--- src/dlms_pkg.sv ---
// Shared types and codes for the DFA longest-match scanner.
`timescale 1ns / 1ps
`default_nettype none

package dlms_pkg;

  // Item action codes
  typedef enum logic [1:0] {
    ACT_WR_TRANS = 2'd0,
    ACT_WR_ACC   = 2'd1,
    ACT_SCAN     = 2'd2
  } action_e;

  // Controller states
  typedef enum logic [1:0] {
    ST_IDLE,
    ST_TRANS,
    ST_ACC,
    ST_EMIT
  } ctrl_state_e;

  typedef struct packed {
    logic [1:0] action;
    logic [7:0] state_index;
    logic [7:0] byte_value;
    logic [7:0] target_state;
    logic       target_valid;
    logic       accept_flag;
    logic       last_in_string;
  } in_item_t;

  typedef struct packed {
    logic        matched;
    logic [15:0] match_length;
  } out_item_t;

  // Controller to datapath
  typedef struct packed {
    logic tt_wr;   // write transition entry
    logic acc_wr;  // write accept flag
    logic launch;  // capture scan byte, read transition entry
    logic step;    // follow transition, read accept flag
    logic check;   // record accepted prefix
    logic emit;    // load result register, rearm scan
  } ctrl_cmd_t;

  // Datapath to controller
  typedef struct packed {
    logic last_in_string;
    logic out_full;
  } dpath_status_t;

endpackage

`default_nettype wire

--- src/dlms_cfg.sv ---
// APB-style configuration register file holding the start state.
`timescale 1ns / 1ps
`default_nettype none

module dlms_cfg
  import dlms_pkg::*;
(
  input  wire logic        clk_i,
  input  wire logic        rst_ni,
  input  wire logic        psel,
  input  wire logic        penable,
  input  wire logic        pwrite,
  input  wire logic [2:0]  paddr,
  input  wire logic [31:0] pwdata,
  output logic      [31:0] prdata,
  output logic             pready,
  output logic      [7:0]  start_state_o
);

  localparam logic REG_START_STATE = 1'b0;

  logic [7:0] start_state_q;
  logic       wr_en;

  assign pready = 1'b1;
  assign wr_en  = psel && penable && pwrite && (paddr[2] == REG_START_STATE);

  always_ff @(posedge clk_i or negedge rst_ni) begin
    if (!rst_ni) begin
      start_state_q <= 8'd0;
    end else if (wr_en) begin
      start_state_q <= pwdata[7:0];
    end
  end

  always_comb begin
    prdata = 32'd0;
    if (paddr[2] == REG_START_STATE) begin
      prdata = {24'd0, start_state_q};
    end
  end

  assign start_state_o = start_state_q;

endmodule

`default_nettype wire

--- config.mk ---
export PLATFORM = sky130hd
export DESIGN_NAME = dlms_cfg
export DESIGN_NICKNAME = d
export VERILOG_FILES = /design/src/dlms_pkg.sv /design/src/dlms_cfg.sv
export SDC_FILE = /design/constraint.sdc
export NUM_CORES = 1
export LEC_CHECK = 0
export BUFFER_PORTS_ARGS = -buffer_cell sky130_fd_sc_hd__buf_2
export CORE_AREA = 2 2 50 43
export CTS_BUF_LIST = sky130_fd_sc_hd__clkbuf_8
export CTS_CLUSTER_SIZE = 12
export DETAILED_ROUTE_END_ITERATION = 10
export DIE_AREA = 0 0 52 45
export PLACE_DENSITY = 0.84
export SLEW_MARGIN = 25
export SYNTH_ARGS = -nofsm -noshare
export SYNTH_HDL_FRONTEND = slang
export SYNTH_SLANG_ARGS = --single-unit
export TNS_END_PERCENT = 10
--- constraint.sdc ---
create_clock -name clk_i -period 2.7 [get_ports clk_i]
set_clock_uncertainty 0.15 [all_clocks]
set_input_delay 0.135 -clock clk_i [delete_from_list [all_inputs] [get_ports clk_i]]
set_output_delay 0.135 -clock clk_i [all_outputs]
set_load 0.01 [all_outputs]
Word-level counts from Yosys, hierarchy flattened
Index checks and enable logic that the tools add are counted.
Word-level totals
  output and inout port bits: 41
  logic and storage cells: 6
  register bits: 8
  bits of input ports: 40
Cells by class
  muxes and demuxes: 1
  bitwise logic cells: 1
  reductions and logical operators: 3
Operators by type and width (number)
  8-bit two-way mux: 1
  1-bit logical AND: 3
  1-bit NOT: 1

Longest topological paths before layout
Gate-level depths: netlist of run 1.
  word-level depth: 3
  depth in mapped cells: 2
  depth with buffers taken out: 2

Worst setup path after synthesis of run 1
Ideal clock, no wire load.
  path type: flip-flop to flip-flop
  start point: reg, netlist name start_state_o[0]
  end point: reg start_state_q[0] (netlist: start_state_o[0])
  setup slack: 1.770 ns
  setup time: 0.125 ns
  period minus slack after synthesis: 0.930 ns
  arrival time: 0.655 ns
  path buffers: 0
  cell stages (with the launch flop): 2
  data required time: 2.425 ns
  cells stage by stage: dfrtp_1 -> mux2_2
RTL lines
  end signal: assignment: RTL line dlms_cfg.sv:32  | start_state_q <= pwdata[7:0];
  end: declaration: RTL line dlms_cfg.sv:22  | logic [7:0] start_state_q;

Final worst setup path of run 1
  start point: reg start_state_q[3] (netlist: start_state_o[3])
  end point: out prdata[3]
Between the ends
  longest elaborated chain between the ends: 1
RTL lines
  8-bit two-way mux: RTL line dlms_cfg.sv:38  | if (paddr[2] == REG_START_STATE) begin
  end: declaration: RTL line dlms_cfg.sv:15  | output logic [31:0] prdata,
No other way between the ends.

==> metrics.md, run 1 <==
| Metric | Value |
|---|---|
| I/O Pins | `81` |
| Detail Route Antenna Nets | `0` |
| Tot Pwr | `0.442 mW` |
| Status | `finished clean` |
| All-Layer GR Usage | `8.16%` |
| Hold crit path type | `primary input to flip-flop` |
| Yosys warns | `0` |
| DR vias | `395` |
| Maximum VDD drop | `0.203 mV` |
| Seq/Total Area, Yosys | `34.6%` |
| Area occupied by multi-input gates | `278 µm²` |
| CTS Buffer Depth | `2` |
| # port buffers | `29` |
| Largest stage delay on the critical path | `0.38 ns` |
| Placed cells | `103` |
| Fillers | `183` |
| Clock buffer count from CTS | `3` |
| Vias in the first global route | `299` |
| Mapped Avg Cell Area | `11.1 µm²` |
| Reg area | `200 µm²` |
| Setup Buffers After CTS | `0` |
| Tmin final | `1.21 ns` |
| Die ar. | `2340 µm²` |
| Drt total wl | `958 µm` |
| Fmax | `825 MHz` |
| Initial DRC Count | `0` |
| Crit path cell chain | `and2b_2 -> buf_2` |
| # setup viols final | `0` |
| Root buf cell | `clkbuf_8` |
| Core ar. | `1800 µm²` |
| Most common cell after layout, fill and taps aside | `buf_2` |
| Via/cell ratio | `3.53` |
| Chip width | `52 µm` |
| Initial antenna violation count | `0` |
| Synth cell types | `6` |
| CTS sink cnt | `8` |
| Lkg Pwr | `0.439 nW` |
| P per Cell Area | `586 nW/µm²` |
| Fin crit share | `44.9%` |
| Grt ovf | `0` |
| Residual DRC | `0` |
| Finished Layout Cells | `112` |
| Nets | `130` |
| Hold path start | `pwdata[6]` |
| Clk Latency, worst-skew pair | `0.22 ns` |
| 1st-pass router iterations | `1` |
| Share of post-route cells with drive strength above 1 | `55.7%` |
| MaxCap Viol Count | `0` |
| Placed Area | `653 µm²` |
| RSZ-0062 raised after global routing | `false` |
| Setup WS pre-CTS | `1.54 ns` |
| Setup WS post-layout | `1.49 ns` |
| Initial Utilization | `32.1%` |
| WL/cell | `8.55 µm` |
| Worst reg2reg startpoint | `start_state_o[6]$_DFFE_PN0P_` |
| Seq cells post-synth | `8` |
| Rows | `14` |
| Critical setup path kind | `flip-flop to output port` |
| CP max-delay cell | `dfrtp_1` |
| Worst setup SP type | `flip-flop` |
| Crit Path Max Fanout | `3` |
| Setup TNS after final layout | `0 ns` |
| Final Instance Area | `754 µm²` |
| First-pass GRT wire length | `1.33 mm` |
| CTS clk-pin slew, worst paths | `0.04 ns` |
| CTS tree | `built` |
| Max reg flops | `8` |
| WP data required | `2.41 ns` |
| Pins Over Slew Limit | `0` |
| Critical Path AT | `0.93 ns` |
| Dpl hpwl | `809 µm` |
| Most frequent cells in the layout | `buf_2 (29), conb_1 (25), and2b_2 (8), mux2_2 (8), dfrtp_1 (8)` |
| CP Launch Point | `start_state_o[3]$_DFFE_PN0P_` |
| Die height | `45 µm` |
| Final hold vios | `0` |
| H-Tree Depth | `1` |
| Synthesized instance count | `52` |
| Ant diodes | `0` |
| GP Congestion | `0.595` |
| Largest net degree at the start of global routing | `10` |
| Area growth syn-to-layout | `30.2%` |
| Post-Syn Area | `579 µm²` |
| Setup crit end kind | `output port` |
==> area by class of cell <==
cell class / instances / share of cell area, %
Sequential cell: 8 / 26.5
Timing Repair Buffer: 35 / 27.2
Tap cell: 24 / 3.98
Clock buffer: 3 / 5.47
Multi-Input combinational cell: 42 / 36.8
==> power by group <==
group / internal (mW) / leakage, nW / switching [mW]
clock network: 0.0959 / 0.0216 / 0.0393
registers: 0.147 / 0.0960 / 0.0158
logic: 0.0726 / 0.322 / 0.0711
total: 0.316 / 0.439 / 0.126
==> kinds of logic (layout without fill, tap and decap cells) <==
logic type             count (synthesis)  after routing  synth area share, %
buffers and inverters                 25             38                 32.4
flip-flops                             8              8                 34.6
other                                  2             25                 1.30
AND/OR/NAND/NOR                        9              9                 16.2
multiplexers                           8              8                 15.6
==> final timing paths <==
kind | to | slack, ns | depth (start not counted)
worst max-delay path | prdata[3] | 1.49 | 2
max in group asynchronous | start_state_o[4]$_DFFE_PN0P_ | 2.08 | 2
min in group asynchronous | start_state_o[5]$_DFFE_PN0P_ | 0.15 | 2
worst min register to register | start_state_o[0]$_DFFE_PN0P_ | 0.36 | 1
worst min-delay path | start_state_o[6]$_DFFE_PN0P_ | 0.003 | 2
worst max register to register | start_state_o[6]$_DFFE_PN0P_ | 1.79 | 1
==> cells in the mapped netlist <==
master     n  area share, %
buf_4     25             32
and2b_2    8             12
dfrtp_1    8             35
mux2_2     8             16
conb_1     2            1.3
nand4b_4   1            4.1
==> worst max-delay path, delay by kind of cell, from the launching register on <==
kind	cells	cell delay (ns)
and+or+nand+nor	1	0.19
buffers and inverters	1	0.14
DFF	1	0.38
==> repair_timing <==
action | 4_1_cts | 5_1_grt
hold endpoints to repair | 12 | 1
hold buffers | 5 | 1
resized for setup | 0 | 0
endpoints found under the setup margin | 0 | 0
==> routing by layer <==
| metal | up-vias | global-route usage [%] | routed length [µm] |
|---|---|---|---|
| li1 | 189 | - | - |
| met1 | 177 | 8.73 | 334 |
| met2 | 29 | 14.7 | 486 |
| met3 | 0 | 3.97 | 137 |
| met4 | 0 | 1.58 | 0 |
| met5 | - | 0 | 0 |
==> per-stage QoR <==
step | hold slack [ns] | util, %
finish | 0.00256 | 41.8
global route | 0.00445 | 41.8
CTS | 0.000905 | 41.3
detailed placement | -0.161 | 36.2
global placement | -0.162 | 36.2
floorplan | -0.311 | -
Power figures use the tool's default switching activity.
==> run 2: changes to the inputs <==
--- a/config.mk
+++ b/config.mk
@@ -5,13 +5,14 @@
 export SDC_FILE = /design/constraint.sdc
 export NUM_CORES = 1
 export LEC_CHECK = 0
+export ABC_AREA = 1
 export BUFFER_PORTS_ARGS = -buffer_cell sky130_fd_sc_hd__buf_2
-export CORE_AREA = 2 2 50 43
+export CORE_AREA = 2 2 52 45
 export CTS_BUF_LIST = sky130_fd_sc_hd__clkbuf_8
 export CTS_CLUSTER_SIZE = 12
 export DETAILED_ROUTE_END_ITERATION = 10
-export DIE_AREA = 0 0 52 45
-export PLACE_DENSITY = 0.84
+export DIE_AREA = 0 0 54 47
+export PLACE_DENSITY = 0.8
 export SLEW_MARGIN = 25
 export SYNTH_ARGS = -nofsm -noshare
 export SYNTH_HDL_FRONTEND = slang
==> constraint.sdc (replaced) <==
create_clock -name clk_i -period 1.25 [get_ports clk_i]
set_clock_uncertainty 0.15 [all_clocks]
set_input_delay 0.0625 -clock clk_i [delete_from_list [all_inputs] [get_ports clk_i]]
set_output_delay 0.0625 -clock clk_i [all_outputs]
set_load 0.01 [all_outputs]
==> run 2 against run 1 <==
Effect of this change: utilization shrank 2.1 points; critical path type unchanged; global-route usage grew 2.7 points; clock power grew 130%; sequential power grew 110%; sequential cell count is the same; largest cell class unchanged; register-to-register slack lost 1.3 ns; highest routed layer is now met4; final area grew 6.6%; synthesized cell count grew 56%.
==> metrics.md, run 2 <==
| Metric | Value |
|---|---|
| Rows | `15 (+1)` |
| Clk Latency, worst-skew pair | `0.23 ns (about the same)` |
| Setup WS pre-CTS | `0.310 ns (-1.23 ns)` |
| WP data required | `1.04 ns (-1.37 ns)` |
| Bufs and invs on worst path | `2 (+1)` |
| Fin crit share | `85.2%` |
| Critical setup path kind | `flip-flop to output port` |
| Hold_ws | `0.0701 ns (+0.0675 ns)` |
| RSZ-0062 raised after global routing | `false` |
| Lkg Pwr | `0.516 nW (+17%)` |
| Initial Utilization | `30.1% (-2.0 points)` |
| Switching fraction of total power | `32.8% (+4.2 points)` |
| CP max-delay cell | `dfrtp_1` |
| H-Tree Depth | `1 (unchanged)` |
| Reg area | `200 µm² (unchanged)` |
| CTS sink cnt | `8 (unchanged)` |
| Delay-heaviest family, CP | `flip-flops` |
| Mapped Avg Cell Area | `7.52 µm² (-32%)` |
| CTS Buffer Depth | `2 (unchanged)` |
| Residual DRC | `0 (unchanged)` |
| Die height | `47 µm (+4.4%)` |
| Seq cells post-synth | `8 (unchanged)` |
| Leading area contributor after synthesis | `dfrtp_1` |
| Pins Over Slew Limit | `0 (unchanged)` |
| Setup WS post-layout | `0.186 ns (-1.30 ns)` |
| Setup TNS after final layout | `0 ns (unchanged)` |
| Synthesized instance count | `81 (+56%)` |
| 1st-pass router iterations | `4 (+3)` |
| Synth async-reset ratio | `100% (unchanged)` |
| Synth top cells by count | `buf_4 (25), nand2_1 (17), inv_1 (9)` |
| Area growth syn-to-layout | `32.0%` |
| Nets | `161 (+24%)` |
| Maximum VDD drop | `0.478 mV (+140%)` |
| Setup Buffers After CTS | `0 (unchanged)` |
| Sequential share of power | `36.8% (about the same)` |
| Yosys warns | `0 (unchanged)` |
| Initial DRC Count | `9 (+9)` |
| Crit path cell chain | `inv_1 -> nor2_1 -> buf_2` |
| Synth top area cells | `dfrtp_1 (33%), buf_4 (31%), nand2_1 (10%)` |
| Fillers | `216 (+18%)` |
| Max reg flops | `8 (unchanged)` |
| Finished Layout Cells | `144 (+29%)` |
| GP Congestion | `0.667 (+12%)` |
| All-Layer GR Usage | `10.8% (+2.7 points)` |
| Share of post-route cells with drive strength above 1 | `29.4% (-26 points)` |
| CTS tree | `built` |
| Combinational share of power | `31.1% (-1.4 points)` |
| I/O Pins | `81 (unchanged)` |
| Worst setup SP type | `flip-flop` |
| EDFF count, synth | `0 (unchanged)` |
| Status | `finished clean` |
| Fmax | `940 MHz` |
| Most frequent cell after synthesis | `buf_4` |
| Tmin final | `1.06 ns` |
| WL/cell | `8.76 µm (+2.4%)` |
| Placed cells | `132 (+28%)` |
| Largest net degree at the start of global routing | `10 (unchanged)` |
| Final hold vios | `0 (unchanged)` |
| Setup crit end kind | `output port` |
| # setup viols final | `0 (unchanged)` |
| Most frequent cells in the layout | `buf_2 (29), conb_1 (25), nand2_1 (17)` |
| Seq/Total Area, Yosys | `32.9% (-1.7 points)` |
| Clock buffer count from CTS | `3 (unchanged)` |
| Chip width | `54 µm (+3.8%)` |
| Detail Route Antenna Nets | `0 (unchanged)` |
| Ant diodes | `0 (unchanged)` |
| Dominant synthesized flop cell | `dfrtp_1` |
| DR vias | `528 (+34%)` |
| Crit Path Max Fanout | `3 (unchanged)` |
| Initial antenna violation count | `0 (unchanged)` |
| First-pass GRT wire length | `1.89 mm (+42%)` |
| Root buf cell | `clkbuf_8` |
| Critical Path AT | `0.85 ns (-0.08 ns)` |
| Area occupied by multi-input gates | `259 µm² (-6.8%)` |
| Drt total wl | `1.26 mm (+32%)` |
| Int Pwr | `0.636 mW (+100%)` |
| Most common cell after layout, fill and taps aside | `buf_2` |
| Net Sw Power | `0.310 mW (+150%)` |
| Dpl hpwl | `973 µm (+20%)` |
| # port buffers | `29 (unchanged)` |
| Core ar. | `2030 µm² (+12%)` |
| CTS clk-pin slew, worst paths | `0.04 ns (about the same)` |
| Vias in the first global route | `461 (+54%)` |
| Synth cell types | `11 (+5)` |
| Hold crit path type | `primary input to asynchronous set/reset pin` |
| Post-Syn Area | `609 µm² (+5.2%)` |
| Top cell type's share of synthesized area | `32.9% (-1.7 points)` |
| MaxCap Viol Count | `0 (unchanged)` |
| Die ar. | `2540 µm² (+8.5%)` |
| Via/cell ratio | `3.67 (+4.0%)` |
| Clk pwr share | `32.1% (+1.5 points)` |
| Largest stage delay on the critical path | `0.40 ns (+0.02 ns)` |
| Grt ovf | `0 (unchanged)` |
| P per Cell Area | `1180 nW/µm² (+100%)` |
## run 2: area by class of cell
cell class                      instances  share of cell area, %
Clock buffer                            3                   5.13
Inverter                               10                   4.67
Multi-Input combinational cell         60                   32.2
Sequential cell                         8                   24.9
Tap cell                               25                   3.89
Timing Repair Buffer                   38                   29.2
## run 2: metrics by stage
stage                     power (mW)  area (µm²)  util [%]
after floorplan                0.564         696         -
after CTS                      0.960         805      39.7
after global placement         0.615         673      33.2
after global routing            1.02         805      39.7
final                          0.946         805      39.7
after detailed placement       0.626         673      33.2
## run 2: final timing paths
check                      slack, ns                          from  cells past startpoint                           end
min                             0.07                        rst_ni                      2  start_state_o[3]$_DFFE_PN0P_
max in group asynchronous       0.72                        rst_ni                      2  start_state_o[7]$_DFFE_PN0P_
min in group clk_i              0.10                       penable                      5  start_state_o[3]$_DFFE_PN0P_
min reg2reg                     0.34  start_state_o[1]$_DFFE_PN0P_                      2  start_state_o[1]$_DFFE_PN0P_
max reg2reg                     0.47  start_state_o[7]$_DFFE_PN0P_                      2  start_state_o[7]$_DFFE_PN0P_
max                             0.19  start_state_o[4]$_DFFE_PN0P_                      3                     prdata[4]
## run 2: logic make-up (layout without fill, tap and decap cells)
kind of cell           Yosys count  in the layout  synth area share [%]
buffers and inverters           36             51                  38.8
AND/OR/NAND/NOR                 35             35                  27.1
flip-flops                       8              8                  32.9
other                            2             25                  1.23
## run 2: timing repair
item                                   4_1_cts  5_1_grt
resized for setup                            0        0
endpoints found under the hold margin       16        0
hold buffers                                 9        0
## run 2: power by group through the flow
stage / sequential [mW] / combinational [mW] / clock, mW
after global routing: 0.358 / 0.332 / 0.326
after floorplan: 0.369 / 0.195 / 0
after CTS: 0.350 / 0.296 / 0.314
after global placement: 0.349 / 0.267 / 0
final: 0.348 / 0.294 / 0.304
after detailed placement: 0.353 / 0.273 / 0
## run 2: layer usage
layer	vias to the layer above	global-route usage [%]	wire [µm]
met2	33	18.5	635
li1	267	-	-
met3	2	1.59	104
met4	0	9.50	19
met5	-	0	0
met1	226	11.9	501
