**src/dlms_pkg.sv**
```systemverilog
// Shared types and codes for the DFA longest-match scanner.
`timescale 1ns / 1ps
`default_nettype none

package dlms_pkg;

  // Item action codes
  typedef enum logic [1:0] {
    ACT_WR_TRANS = 2'd0,
    ACT_WR_ACC   = 2'd1,
    ACT_SCAN     = 2'd2
  } action_e;

  // Controller states
  typedef enum logic [1:0] {
    ST_IDLE,
    ST_TRANS,
    ST_ACC,
    ST_EMIT
  } ctrl_state_e;

  typedef struct packed {
    logic [1:0] action;
    logic [7:0] state_index;
    logic [7:0] byte_value;
    logic [7:0] target_state;
    logic       target_valid;
    logic       accept_flag;
    logic       last_in_string;
  } in_item_t;

  typedef struct packed {
    logic        matched;
    logic [15:0] match_length;
  } out_item_t;

  // Controller to datapath
  typedef struct packed {
    logic tt_wr;   // write transition entry
    logic acc_wr;  // write accept flag
    logic launch;  // capture scan byte, read transition entry
    logic step;    // follow transition, read accept flag
    logic check;   // record accepted prefix
    logic emit;    // load result register, rearm scan
  } ctrl_cmd_t;

  // Datapath to controller
  typedef struct packed {
    logic last_in_string;
    logic out_full;
  } dpath_status_t;

endpackage

`default_nettype wire

```
**src/dlms_ctrl.sv**
```systemverilog
// Controller state machine sequencing table writes and byte scans.
`timescale 1ns / 1ps
`default_nettype none

module dlms_ctrl
  import dlms_pkg::*;
(
  input  wire logic          clk_i,
  input  wire logic          rst_ni,
  input  wire logic          in_valid_i,
  input  wire logic [1:0]    in_action_i,
  input  wire dpath_status_t status_i,
  output logic               in_ready_o,
  output ctrl_cmd_t          cmd_o
);

  ctrl_state_e state_q, state_d;

  always_ff @(posedge clk_i or negedge rst_ni) begin
    if (!rst_ni) begin
      state_q <= ST_IDLE;
    end else begin
      state_q <= state_d;
    end
  end

  // Next state
  always_comb begin
    state_d = state_q;
    unique case (state_q)
      ST_IDLE: begin
        if (in_valid_i && (in_action_i == ACT_SCAN)) begin
          state_d = ST_TRANS;
        end
      end
      ST_TRANS: state_d = ST_ACC;
      ST_ACC:   state_d = status_i.last_in_string ? ST_EMIT : ST_IDLE;
      ST_EMIT: begin
        if (!status_i.out_full) begin
          state_d = ST_IDLE;
        end
      end
      default: state_d = ST_IDLE;
    endcase
  end

  // Outputs
  always_comb begin
    cmd_o      = '0;
    in_ready_o = 1'b0;
    unique case (state_q)
      ST_IDLE: begin
        in_ready_o = 1'b1;
        if (in_valid_i) begin
          unique case (action_e'(in_action_i))
            ACT_WR_TRANS: cmd_o.tt_wr  = 1'b1;
            ACT_WR_ACC:   cmd_o.acc_wr = 1'b1;
            ACT_SCAN:     cmd_o.launch = 1'b1;
            default:      cmd_o = '0;
          endcase
        end
      end
      ST_TRANS: cmd_o.step  = 1'b1;
      ST_ACC:   cmd_o.check = 1'b1;
      ST_EMIT:  cmd_o.emit  = !status_i.out_full;
      default:  cmd_o = '0;
    endcase
  end

endmodule

`default_nettype wire

```
**config.mk**
```make
export PLATFORM = sky130hd
export DESIGN_NAME = dlms_ctrl
export DESIGN_NICKNAME = d
export VERILOG_FILES = /design/src/dlms_pkg.sv /design/src/dlms_ctrl.sv
export SDC_FILE = /design/constraint.sdc
export NUM_CORES = 1
export LEC_CHECK = 0
export ABC_AREA = 1
export BUFFER_PORTS_ARGS = -buffer_cell sky130_fd_sc_hd__buf_2
export CAP_MARGIN = 20
export CORE_AREA = 2 2 39 41
export CTS_CLUSTER_DIAMETER = 40
export CTS_CLUSTER_SIZE = 30
export DETAILED_ROUTE_END_ITERATION = 16
export DIE_AREA = 0 0 41 43
export MAX_ROUTING_LAYER = met4
export PLACE_DENSITY = 0.4
export SYNTH_ARGS = -nofsm -noshare
export SYNTH_HDL_FRONTEND = slang
export SYNTH_SLANG_ARGS = --single-unit
```
**constraint.sdc**
```tcl
create_clock -name clk_i -period 1 [get_ports clk_i]
set_input_delay 0.05 -clock clk_i [delete_from_list [all_inputs] [get_ports clk_i]]
set_output_delay 0.05 -clock clk_i [all_outputs]
set_load 0.1 [all_outputs]
```
# Word level (Yosys, flattened, before mapping)
# Cells that the tools add are included.
# totals
register_bits	2
input_bits	7
word_cells	26
output_inout_bits	7
# op_classes
reduce_logical	5
mux	13
eq_ne	7
# ops
op	count
one-hot mux 2 bit (4 select lines)	1
equality test 2 bit, second input constant	3
2-to-1 mux 2 bit	3
2-to-1 mux 6 bit	1
one-hot mux 1 bit (2 select lines)	3
equality test 2 x 1 -> 1 bit, second input constant	2
logical NOT 2 bit	2
2-to-1 mux 1 bit	4
!= test 2 bit, second input constant	2
2-to-1 mux 3 bit	1
AND reduction 2 bit	1
logical AND 1 bit	1
logical NOT 1 bit	1

# Depth between registers and ports, before layout
# Gate-level depths: netlist (run 1).
# depth
depth_word	4
ltp_mapped	5
depth_no_buf	5

# Worst setup path after synthesis (run 1)
# No wires, ideal clock.
# synth_timing
path_type	reg2out
startpoint	register state_q[0]
endpoint	output port cmd_o[4] in the netlist's numbering
path_buffers	0
required_time_ps	950
slack_ps	-1708
arrival_time_ps	2658
stages_incl_launch_ff	4
cell_sequence	dfrtp_1 > nor2_2 > nand2_1 > nor2_1
# synth_lines
element	line	text
start, declared	dlms_ctrl.sv:17	ctrl_state_e state_q, state_d;
start signal, assigned	dlms_ctrl.sv:23	state_q <= state_d;
end, declared	dlms_ctrl.sv:14	output ctrl_cmd_t cmd_o

==> metrics.txt, run 1 <==
Hold Fails Final Rpt=0; clock skew=around 0.0039 ns; Worst Path Required=0.95 ns; multiplexer share of the synthesized area=0%; largest net degree at the start of global routing=6; total grt overflow=0; # port buffers=13; Yosys reg bits=2; max_slew headroom=87.39%; DR WL/cell=about 7.2 um; Synth Area in Compound Gates=0%; Seq/Total Area, Yosys=about a third; GP Congestion=between 0.6 and 0.7; TritonCTS clock tree=built; final setup fails=7; Die Width=just over 40 um; largest family of logic cells by synthesized area=simple AND/OR/NAND/NOR gates; Synth Area in XOR/XNOR=0%; Arr. time, crit path=about 1.2 ns; Most Crowded Layer GR=met2; post-route ant nets=0; Reg clk slew, reported paths=0.03 ns; 1st-pass router iterations=1; Post-Synth Simple-Gate Area=around half; Mapped Area=between 100 and 150 um2; worst setup margin=-0.2369 ns; critical path capture point type=output port; num ports=14; row count=14; Final min period=1.237 ns; Diodes inserted=0; HP Class=primary input to async pin; Die Height=~43 um; RSZ-0062 raised after global routing=true; Iter 0 DRT Violations=0; Initial Util=10.76%; Critical Path Start=state_q[0]; post-placement cell count=just over 60; CP Launch Type=register; warning count from the yosys run=0; CORE AREA=about 0.0014 mm2; routed wire length=between 400 and 500 um; GRT Total Usage=7.629%; Post-CTS Setup Bufs=0; HPWL Detailed=approximately 420 um; Syn Nets=32; r2r worst-path depth=4; R2R setup slack=~0.060 ns; r2r startpoint=state_q[0]; layout cells sized above 1=between 70 and 80%; H-Tree Depth=1; violated checks=negative setup slack; library cells used by synthesis=9; Max-cap violations=0; biggest regs=state_q: 2 flops; Max Slew Vio Count=0; final net count=roughly 60; Most flops, register=state_q; power density over the cells=3297 mW/mm2; period utilization=123.7%; met1 usage=6.796%; leak pwr=about 0.24 nW; worst slack, placed=-0.05298 ns; non-filler instance count after layout=66; Max Buffers Root-to-Sink=2; Post-route DRC=0; multi-input logic area=126.4 um2; register area=51.30 um2; Worst-Margin Slew=0.1887 ns; FF-to-FF End=state_q[0]; first-pass GRT wire length=a little over 800 um; CP max FO=5; initial antenna violation count=0; grt met3 use=about 4.7%; CTS buffer count=3; Post-Synth Adder-Cell Area=0%; via count=approximately 230; Setup CP Type=register to output port; # fillers=roughly 140; vias in the first global route=224; Vias per Instance=around 3.4; Clock Sinks=2; Peak VDD IR=about 1.5 mV; Area growth syn-to-layout=236.1%; fmax=between 0.8 and 0.9 GHz; clock latency on the worst-skew pair=0.22 ns; met2 Use GR=approximately 11%; Largest register FFs=2; synthesized area per cell=5.956 um2; CP endpoint=cmd_o[4]; status=finished, violations left; die area=about 0.0018 mm2; Clk Tree Root Cell=clkbuf_4; Syn Inst Count=25
## area by class of cell
type | instances | share of cell area, %
clock buffers | 3 | 4.500
inverters | 6 | 6.500
multi-input cells | 17 | 25.25
flip-flops and latches | 2 | 10.25
well taps | 16 | 4.000
repair buffers | 22 | 49.50
## worst min-delay path by stage
stage	start	to	slack (ns)	cells past startpoint
detailed placement	rst_ni	state_q[0]	-0.16	1
finish	rst_ni	state_q[1]	0.15	2
global placement	rst_ni	state_q[1]	-0.16	1
global route	rst_ni	state_q[1]	0.16	2
floorplan	rst_ni	state_q[0]	-0.25	0
CTS	rst_ni	state_q[1]	0.14	2
## Yosys cell counts
cell	n	area (um2)
nand2_1	9	33.78
inv_1	5	18.77
nor2_1	3	11.26
dfrtp_1	2	50.05
nor3_1	2	10.01
inv_2	1	3.750
nand3_1	1	5.000
nand3_2	1	10.01
nor2_2	1	6.260
## report_power, final
part / switching, W / total (W) / internal [W] / leakage [nW]
sequential: 0.0000532 / 0.000168 / 0.000114 / 0.0247
combinational: 0.000790 / 0.00131 / 0.000519 / 0.197
clock: 0.0000422 / 0.000174 / 0.000132 / 0.0138
## placed cells by master (no fill, tap or decap), drive strengths merged
cell type / synthesis / routed
nand2: 9 / 9
inv: 6 / 4
nor3: 2 / 2
nand3: 2 / 2
clkinvlp: 0 / 2
dlygate4sd3: 0 / 1
nor2: 4 / 4
dfrtp: 2 / 2
clkbuf: 0 / 3
buf: 0 / 21
## critical path: stages (launching register included)
cell     delay [ns]
dfrtp_2        0.44
nor2_4         0.14
nand2_2        0.08
nor2_4         0.12
buf_12         0.18
## layer usage
metal,wire [um],share of wire (%),vias to the layer above
li1,-,-,124
met5,0,0,-
met4,0,0,0
met1,169,36,98
met2,274,58,5
met3,32,6.7,0
## logic make-up (layout without fill, tap and decap cells)
| family | after synthesis | in the layout |
|---|---|---|
| DFF | 2 | 2 |
| buffers and inverters | 6 | 31 |
| and+or+nand+nor | 17 | 17 |
## through the flow
| step | hold slack (ns) | TNS, ns | power, W | util (%) | instance area (um2) |
|---|---|---|---|---|---|
| after floorplan | -0.2456 | -2.941 | 0.0008732 | - | 196.4 |
| after global placement | -0.1634 | -0.07017 | 0.001402 | 32.28 | 446.7 |
| after detailed placement | -0.1625 | -0.1127 | 0.001405 | 32.28 | 446.7 |
| after CTS | 0.1414 | -1.480 | 0.001662 | 35.99 | 498.0 |
| after global routing | 0.1558 | -1.799 | 0.001735 | 36.17 | 500.5 |
| final | 0.1472 | -1.352 | 0.001650 | 36.17 | 500.5 |
## repair_timing
| item | 4_1_cts | 5_1_grt |
|---|---|---|
| pin swaps | 0 | 1 |
| cloned | 0 | 0 |
| gates resized for setup | 7 | 2 |
| hold endpoints to repair | 2 | 0 |
| setup endpoints to repair | 9 | 9 |
| hold buffers | 1 | 0 |
Note: power is estimated with default switching activity, not from simulation.
==> inputs of run 2 (changes only) <==
BUFFER_PORTS_ARGS = unset   (was -buffer_cell sky130_fd_sc_hd__buf_2)
DONT_BUFFER_PORTS = 1   (was unset)
PLACE_DENSITY = 0.31   (was 0.4)
==> run 2 against run 1 <==
  * The run still ends with negative setup slack left
  * Flip-flop and latch count is the same
  * Setup slack got worse by 0.018 ns
  * Clock skew shrank 0.0034 ns
  * Die area did not move
  * Non-clock buffer count down 7
  * Wire length is 0.21% higher
  * Hold slack got worse by 0.089 ns
  * Critical endpoint unchanged
  * Largest power group unchanged
  * Highest routed layer unchanged
==> metrics.txt, run 2 (synthesized netlist as in run 1, its figures left out) <==
Post-DP Area=approximately 370 um2; Max-cap violations=0; first-pass GRT wire length=814 um; final net count=52; final instance area=about 480 um2; Clk Tree Root Cell=clkbuf_4; status=finished, violations left; non-filler instance count after layout=between 50 and 60; post-placement cell count=52; clock skew=about 0.00054 ns; worst slack, placed=-0.04961 ns; Setup CP Type=register to output port; Max Buffers Root-to-Sink=2; fmax=approximately 0.80 GHz; initial antenna violation count=0; CP Launch Type=register; # port buffers=0; largest net degree at the start of global routing=5; Reg clk slew, reported paths=roughly 0.030 ns; leak pwr=approximately 0.22 nW; final setup fails=9; final core utilization=around 34%; Post-route DRC=0; commonest non-fill, non-tap cell in the layout=buf_12; Max Slew Vio Count=0; layout cells sized above 1=approximately 77%; worst setup margin=-0.2554 ns; Die Width=41 um; CORE AREA=between 0.001 and 0.0015 mm2; Worst Path Required=~0.95 ns; RSZ-0062 raised after global routing=true; most frequent cells in the layout=buf_12, nand2_1, buf_6; violated checks=negative setup slack; Area growth syn-to-layout=219.3%; 1st-pass router iterations=2; biggest regs=state_q: 2 flops; Final min period=1.255 ns; period utilization=125.5%; HP Class=primary input to async pin; post-route ant nets=0; CP max-delay cell=dfrtp_1; CTS buffer count=3; # fillers=between 150 and 200; Tot Pwr=0.001605 W; Top Family by Delay on Critical Path=flip-flops; num ports=14; vias in the first global route=about 230; DR WL/cell=between 8 and 9 um; HPWL Detailed=377.4 um; CP max FO=3; Worst-Margin Slew=approximately 0.19 ns; Die Height=around 43 um; power density over the cells=between 3000 and 4000 mW/mm2; GRT Total Usage=~7.4%; H-Tree Depth=1; die area=about 0.0018 mm2; Iter 0 DRT Violations=1; row count=14; Peak VDD IR=1.121 mV; routed wire length=around 480 um; max_slew headroom=around 87%; Initial Util=between 10% and 20%; crit-path max cell delay=0.41 ns; critical path capture point type=output port; TritonCTS clock tree=built; Crit path buffers/inverters=1; Hold Fails Final Rpt=0; Vias per Instance=between 3 and 4; Diodes inserted=0; Largest register FFs=2; Arr. time, crit path=between 1 and 1.5 ns; Most flops, register=state_q; Clock Sinks=2; via count=around 210; clock latency on the worst-skew pair=around 0.22 ns; total grt overflow=0; GP Congestion=approximately 0.64; CP Cell Sequence=nor2_4, nand2_2, nor2_4, buf_12; CP most frequent cell=nor2_4
==> run 2: cell types whose count changed in the layout (fill, tap and decap cells not counted) <==
| cell | change |
|---|---|
| buf_6 | +2 |
| buf_4 | -3 |
| buf_2 | -6 |
| inv_2 | +1 |
| nand2_1 | -1 |
| inv_4 | -1 |
| nand2_4 | +1 |
==> run 2: final timing paths <==
kind / from / to / slack, ns / cells past startpoint
worst max register to register: state_q[1] / state_q[1] / -0.04 / 6
worst min-delay path: rst_ni / state_q[1] / 0.06 / 1
worst min register to register: state_q[0] / state_q[1] / 0.63 / 2
max in group asynchronous: rst_ni / state_q[0] / 0.81 / 1
min in group clk_i: status_i[1] / state_q[0] / 0.06 / 4
worst max-delay path: state_q[1] / cmd_o[4] / -0.26 / 4
==> run 2: what timing repair did <==
item	CTS	global route
gates resized for setup	9	7
pin swaps	5	6
hold buffers	1	0
setup endpoints to repair	7	8
setup buffers	2	2
endpoints found under the hold margin	2	0
==> run 2: area by class of cell <==
class / instances / area [um2] / share of cell area [%]
clock buffer: 3 / 22.52 / 4.737
tap: 16 / 20.02 / 4.211
timing repair buffer: 15 / 217.7 / 45.79
sequential: 2 / 51.30 / 10.79
multi-input combinational: 17 / 133.9 / 28.16
inverter: 6 / 30.03 / 6.316
==> run 2: per-layer routing <==
| layer | part of all wire [%] | wire, um | global-route usage [%] | vias to the layer above |
|---|---|---|---|---|
| li1 | - | - | - | 110 |
| met1 | 32 | 154 | 6.774 | 95 |
| met2 | 63 | 301 | 11.25 | 6 |
| met3 | 4.2 | 20 | 3.141 | 0 |
| met4 | 0 | 0 | 6.000 | 0 |
| met5 | 0 | 0 | - | - |
==> run 2: metrics by stage <==
stage	hold WS (ns)	setup TNS (ns)
floorplan	-0.2456	-2.941
global placement	-0.2455	-0.03202
detailed placement	-0.2455	-0.06244
CTS	0.04439	-1.540
global route	0.05308	-1.806
finish	0.05826	-1.429
==> run 2: report_power, final <==
group / total (W) / internal, W / switching [W]
combinational: 0.00127 / 0.000478 / 0.000790
sequential: 0.000159 / 0.000114 / 0.0000448
clock: 0.000178 / 0.000132 / 0.0000459
total: 0.00160 / 0.000724 / 0.000880
==> inputs of run 3 (changes only) <==
ABC_AREA = unset   (was 1)
CELL_PAD_IN_SITES_DETAIL_PLACEMENT = 0   (was unset)
CELL_PAD_IN_SITES_GLOBAL_PLACEMENT = 1   (was unset)
PLACE_DENSITY = 0.37   (was 0.31)
==> run 3 against run 2 <==
  * The flow still finishes with violations (negative setup slack)
  * Critical path type unchanged
  * Cell count down 15%
  * Setup slack lost 0.040 ns
  * Highest routed layer unchanged
  * Design area decreased by 2.6%
  * Critical endpoint unchanged
==> metrics.txt, run 3 <==
status=finished, violations left; violated checks=negative setup slack; Vias per Instance=between 4 and 5; post-route ant nets=0; initial antenna violation count=0; vias in the first global route=245; GRT Total Usage=between 8 and 9%; Critical Path Start=state_q[1]; library cells used by synthesis=12; commonest non-fill, non-tap cell in the layout=buf_12; CTS buffer count=3; CP Launch Type=register; Syn Inst Count=15; die area=~0.0018 mm2; GP Congestion=0.5606; CP Cell Sequence=nor2_4, and4b_4, buf_12; area leader, netlist=dfrtp_1; R2R setup slack=-0.18 ns; Met2 Wirelength=312 um; RSZ-0062 raised after global routing=true; Max Slew Vio Count=0; post-placement cell count=39; Post-route DRC=0; Die Width=41 um; final setup fails=9; r2r worst-path depth=4; Iter 0 DRT Violations=2; H-Tree Depth=1; crit-path max cell delay=roughly 0.42 ns; DR WL/cell=roughly 12 um; Most flops, register=state_q; post-synth top area share=between 30 and 40%; Worst Path Required=around 0.95 ns; Setup CP Type=register to output port; synthesized area per cell=~9.8 um2; Yosys reg bits=2; Area growth syn-to-layout=213.6%; final net count=between 40 and 50; Post-DP Area=between 300 and 400 um2; first-pass GRT wire length=around 900 um; warning count from the yosys run=0; highest routed layer=met3; CP max FO=5; synth cell count leaders=nor2_1, dfrtp_1; biggest regs=state_q: 2 flops; Hold Fails Final Rpt=0; Synth area leaders=dfrtp_1, mux2_4, and4bb_2; clock skew=around 0.0022 ns; Worst-Margin Slew=approximately 0.18 ns; 1st-pass router iterations=2; Final min period=about 1.3 ns; ys async rst share=100.0%; EDFF count, synth=0; non-filler instance count after layout=50; total grt overflow=0; HP Class=primary input to async pin; Largest register FFs=2; max_slew headroom=approximately nine tenths; Syn Nets=22; r2r startpoint=state_q[0]; via count=roughly 200; Die Height=roughly 43 um; final core utilization=between 30% and 40%; Clock Sinks=2; clock latency on the worst-skew pair=about 0.22 ns; Arr. time, crit path=between 1 and 1.5 ns; fmax=0.7723 GHz; Seq/Total Area, Yosys=between 30% and 40%; TritonCTS clock tree=built; ys flop type=dfrtp_1; WHS=about 0.063 ns; num ports=14; CORE AREA=roughly 0.0014 mm2; Max Buffers Root-to-Sink=2; Clk Tree Root Cell=clkbuf_4; Reg clk slew, reported paths=0.03 ns; met3 wire len=~64 um; Diodes inserted=0; worst setup margin=-0.2949 ns; Initial Util=10.67%; DRT met1 WL=~200 um; critical path capture point type=output port; top-count cell post-synth=nor2_1; CP max-delay cell=dfrtp_2; WP depth=3; routed wire length=approximately 580 um; Max-cap violations=0; final instance area=approximately 460 um2; layout cells sized above 1=~82%; Mapped Area=between 100 and 150 um2; row count=14; Top Family by Delay on Critical Path=simple AND/OR/NAND/NOR gates; largest net degree at the start of global routing=6; Crit path buffers/inverters=1; # port buffers=0; period utilization=129.5%
-- run 3: cell types whose count changed after synthesis, sizes merged, moves of 2 or more --
cell and delta:
nand2 -9, inv -5, nand3 -2, nor3 -2
-- run 3: worst register-to-register path, stage by stage, from the launching register on --
cell and delay, ns:
dfrtp_2 0.38, buf_6 0.12, and2b_2 0.24, buf_6 0.12
a22o_1 0.21
-- run 3: worst paths after layout --
path / end
max: cmd_o[4]
min: state_q[1]
max reg2reg: state_q[1]
min reg2reg: state_q[0]
max in group asynchronous: state_q[0]
min in group clk_i: state_q[0]
-- run 3: final cells by class --
type	count	area (um2)
sequential	2	52.55
multi-input combinational	12	137.6
clock buffer	3	22.52
fill	148	920.9
tap	16	20.02
timing repair buffer	16	226.5
inverter	1	3.754
-- run 3: cells by family after synthesis --
| logic type | after synthesis | share of synthesized area, % |
|---|---|---|
| simple gates | 9 | 40.69 |
| compound gates | 2 | 12.71 |
| flops | 2 | 33.90 |
| mux | 1 | 10.17 |
| buf+inv | 1 | 2.540 |
-- run 3: timing repair --
| action | CTS | global route |
|---|---|---|
| setup endpoints to repair | 9 | 9 |
| setup buffers | 3 | 3 |
| hold endpoints to repair | 4 | 0 |
| resized for setup | 6 | 5 |
| pin swaps | 3 | 2 |
| hold buffers | 3 | 0 |
-- run 3: per-stage QoR --
stage | TNS [ns] | setup slack, ns
2_1_floorplan | -2.847 | -0.6015
3_3_place_gp | -0.2288 | -0.06985
3_5_place_dp | -0.3041 | -0.07977
4_1_cts | -2.009 | -0.2874
5_1_grt | -2.346 | -0.3462
6_report | -1.933 | -0.2949
-- run 3: metal layers --
layer	vias to the layer above	GRT usage, %
met1	94	7.742
li1	95	-
met5	-	-
met2	12	11.56
met4	0	6.000
met3	0	4.712
Power of run 3 is not shown: default switching activity piles up to over one toggle a cycle in this logic, so the estimate is an artifact.
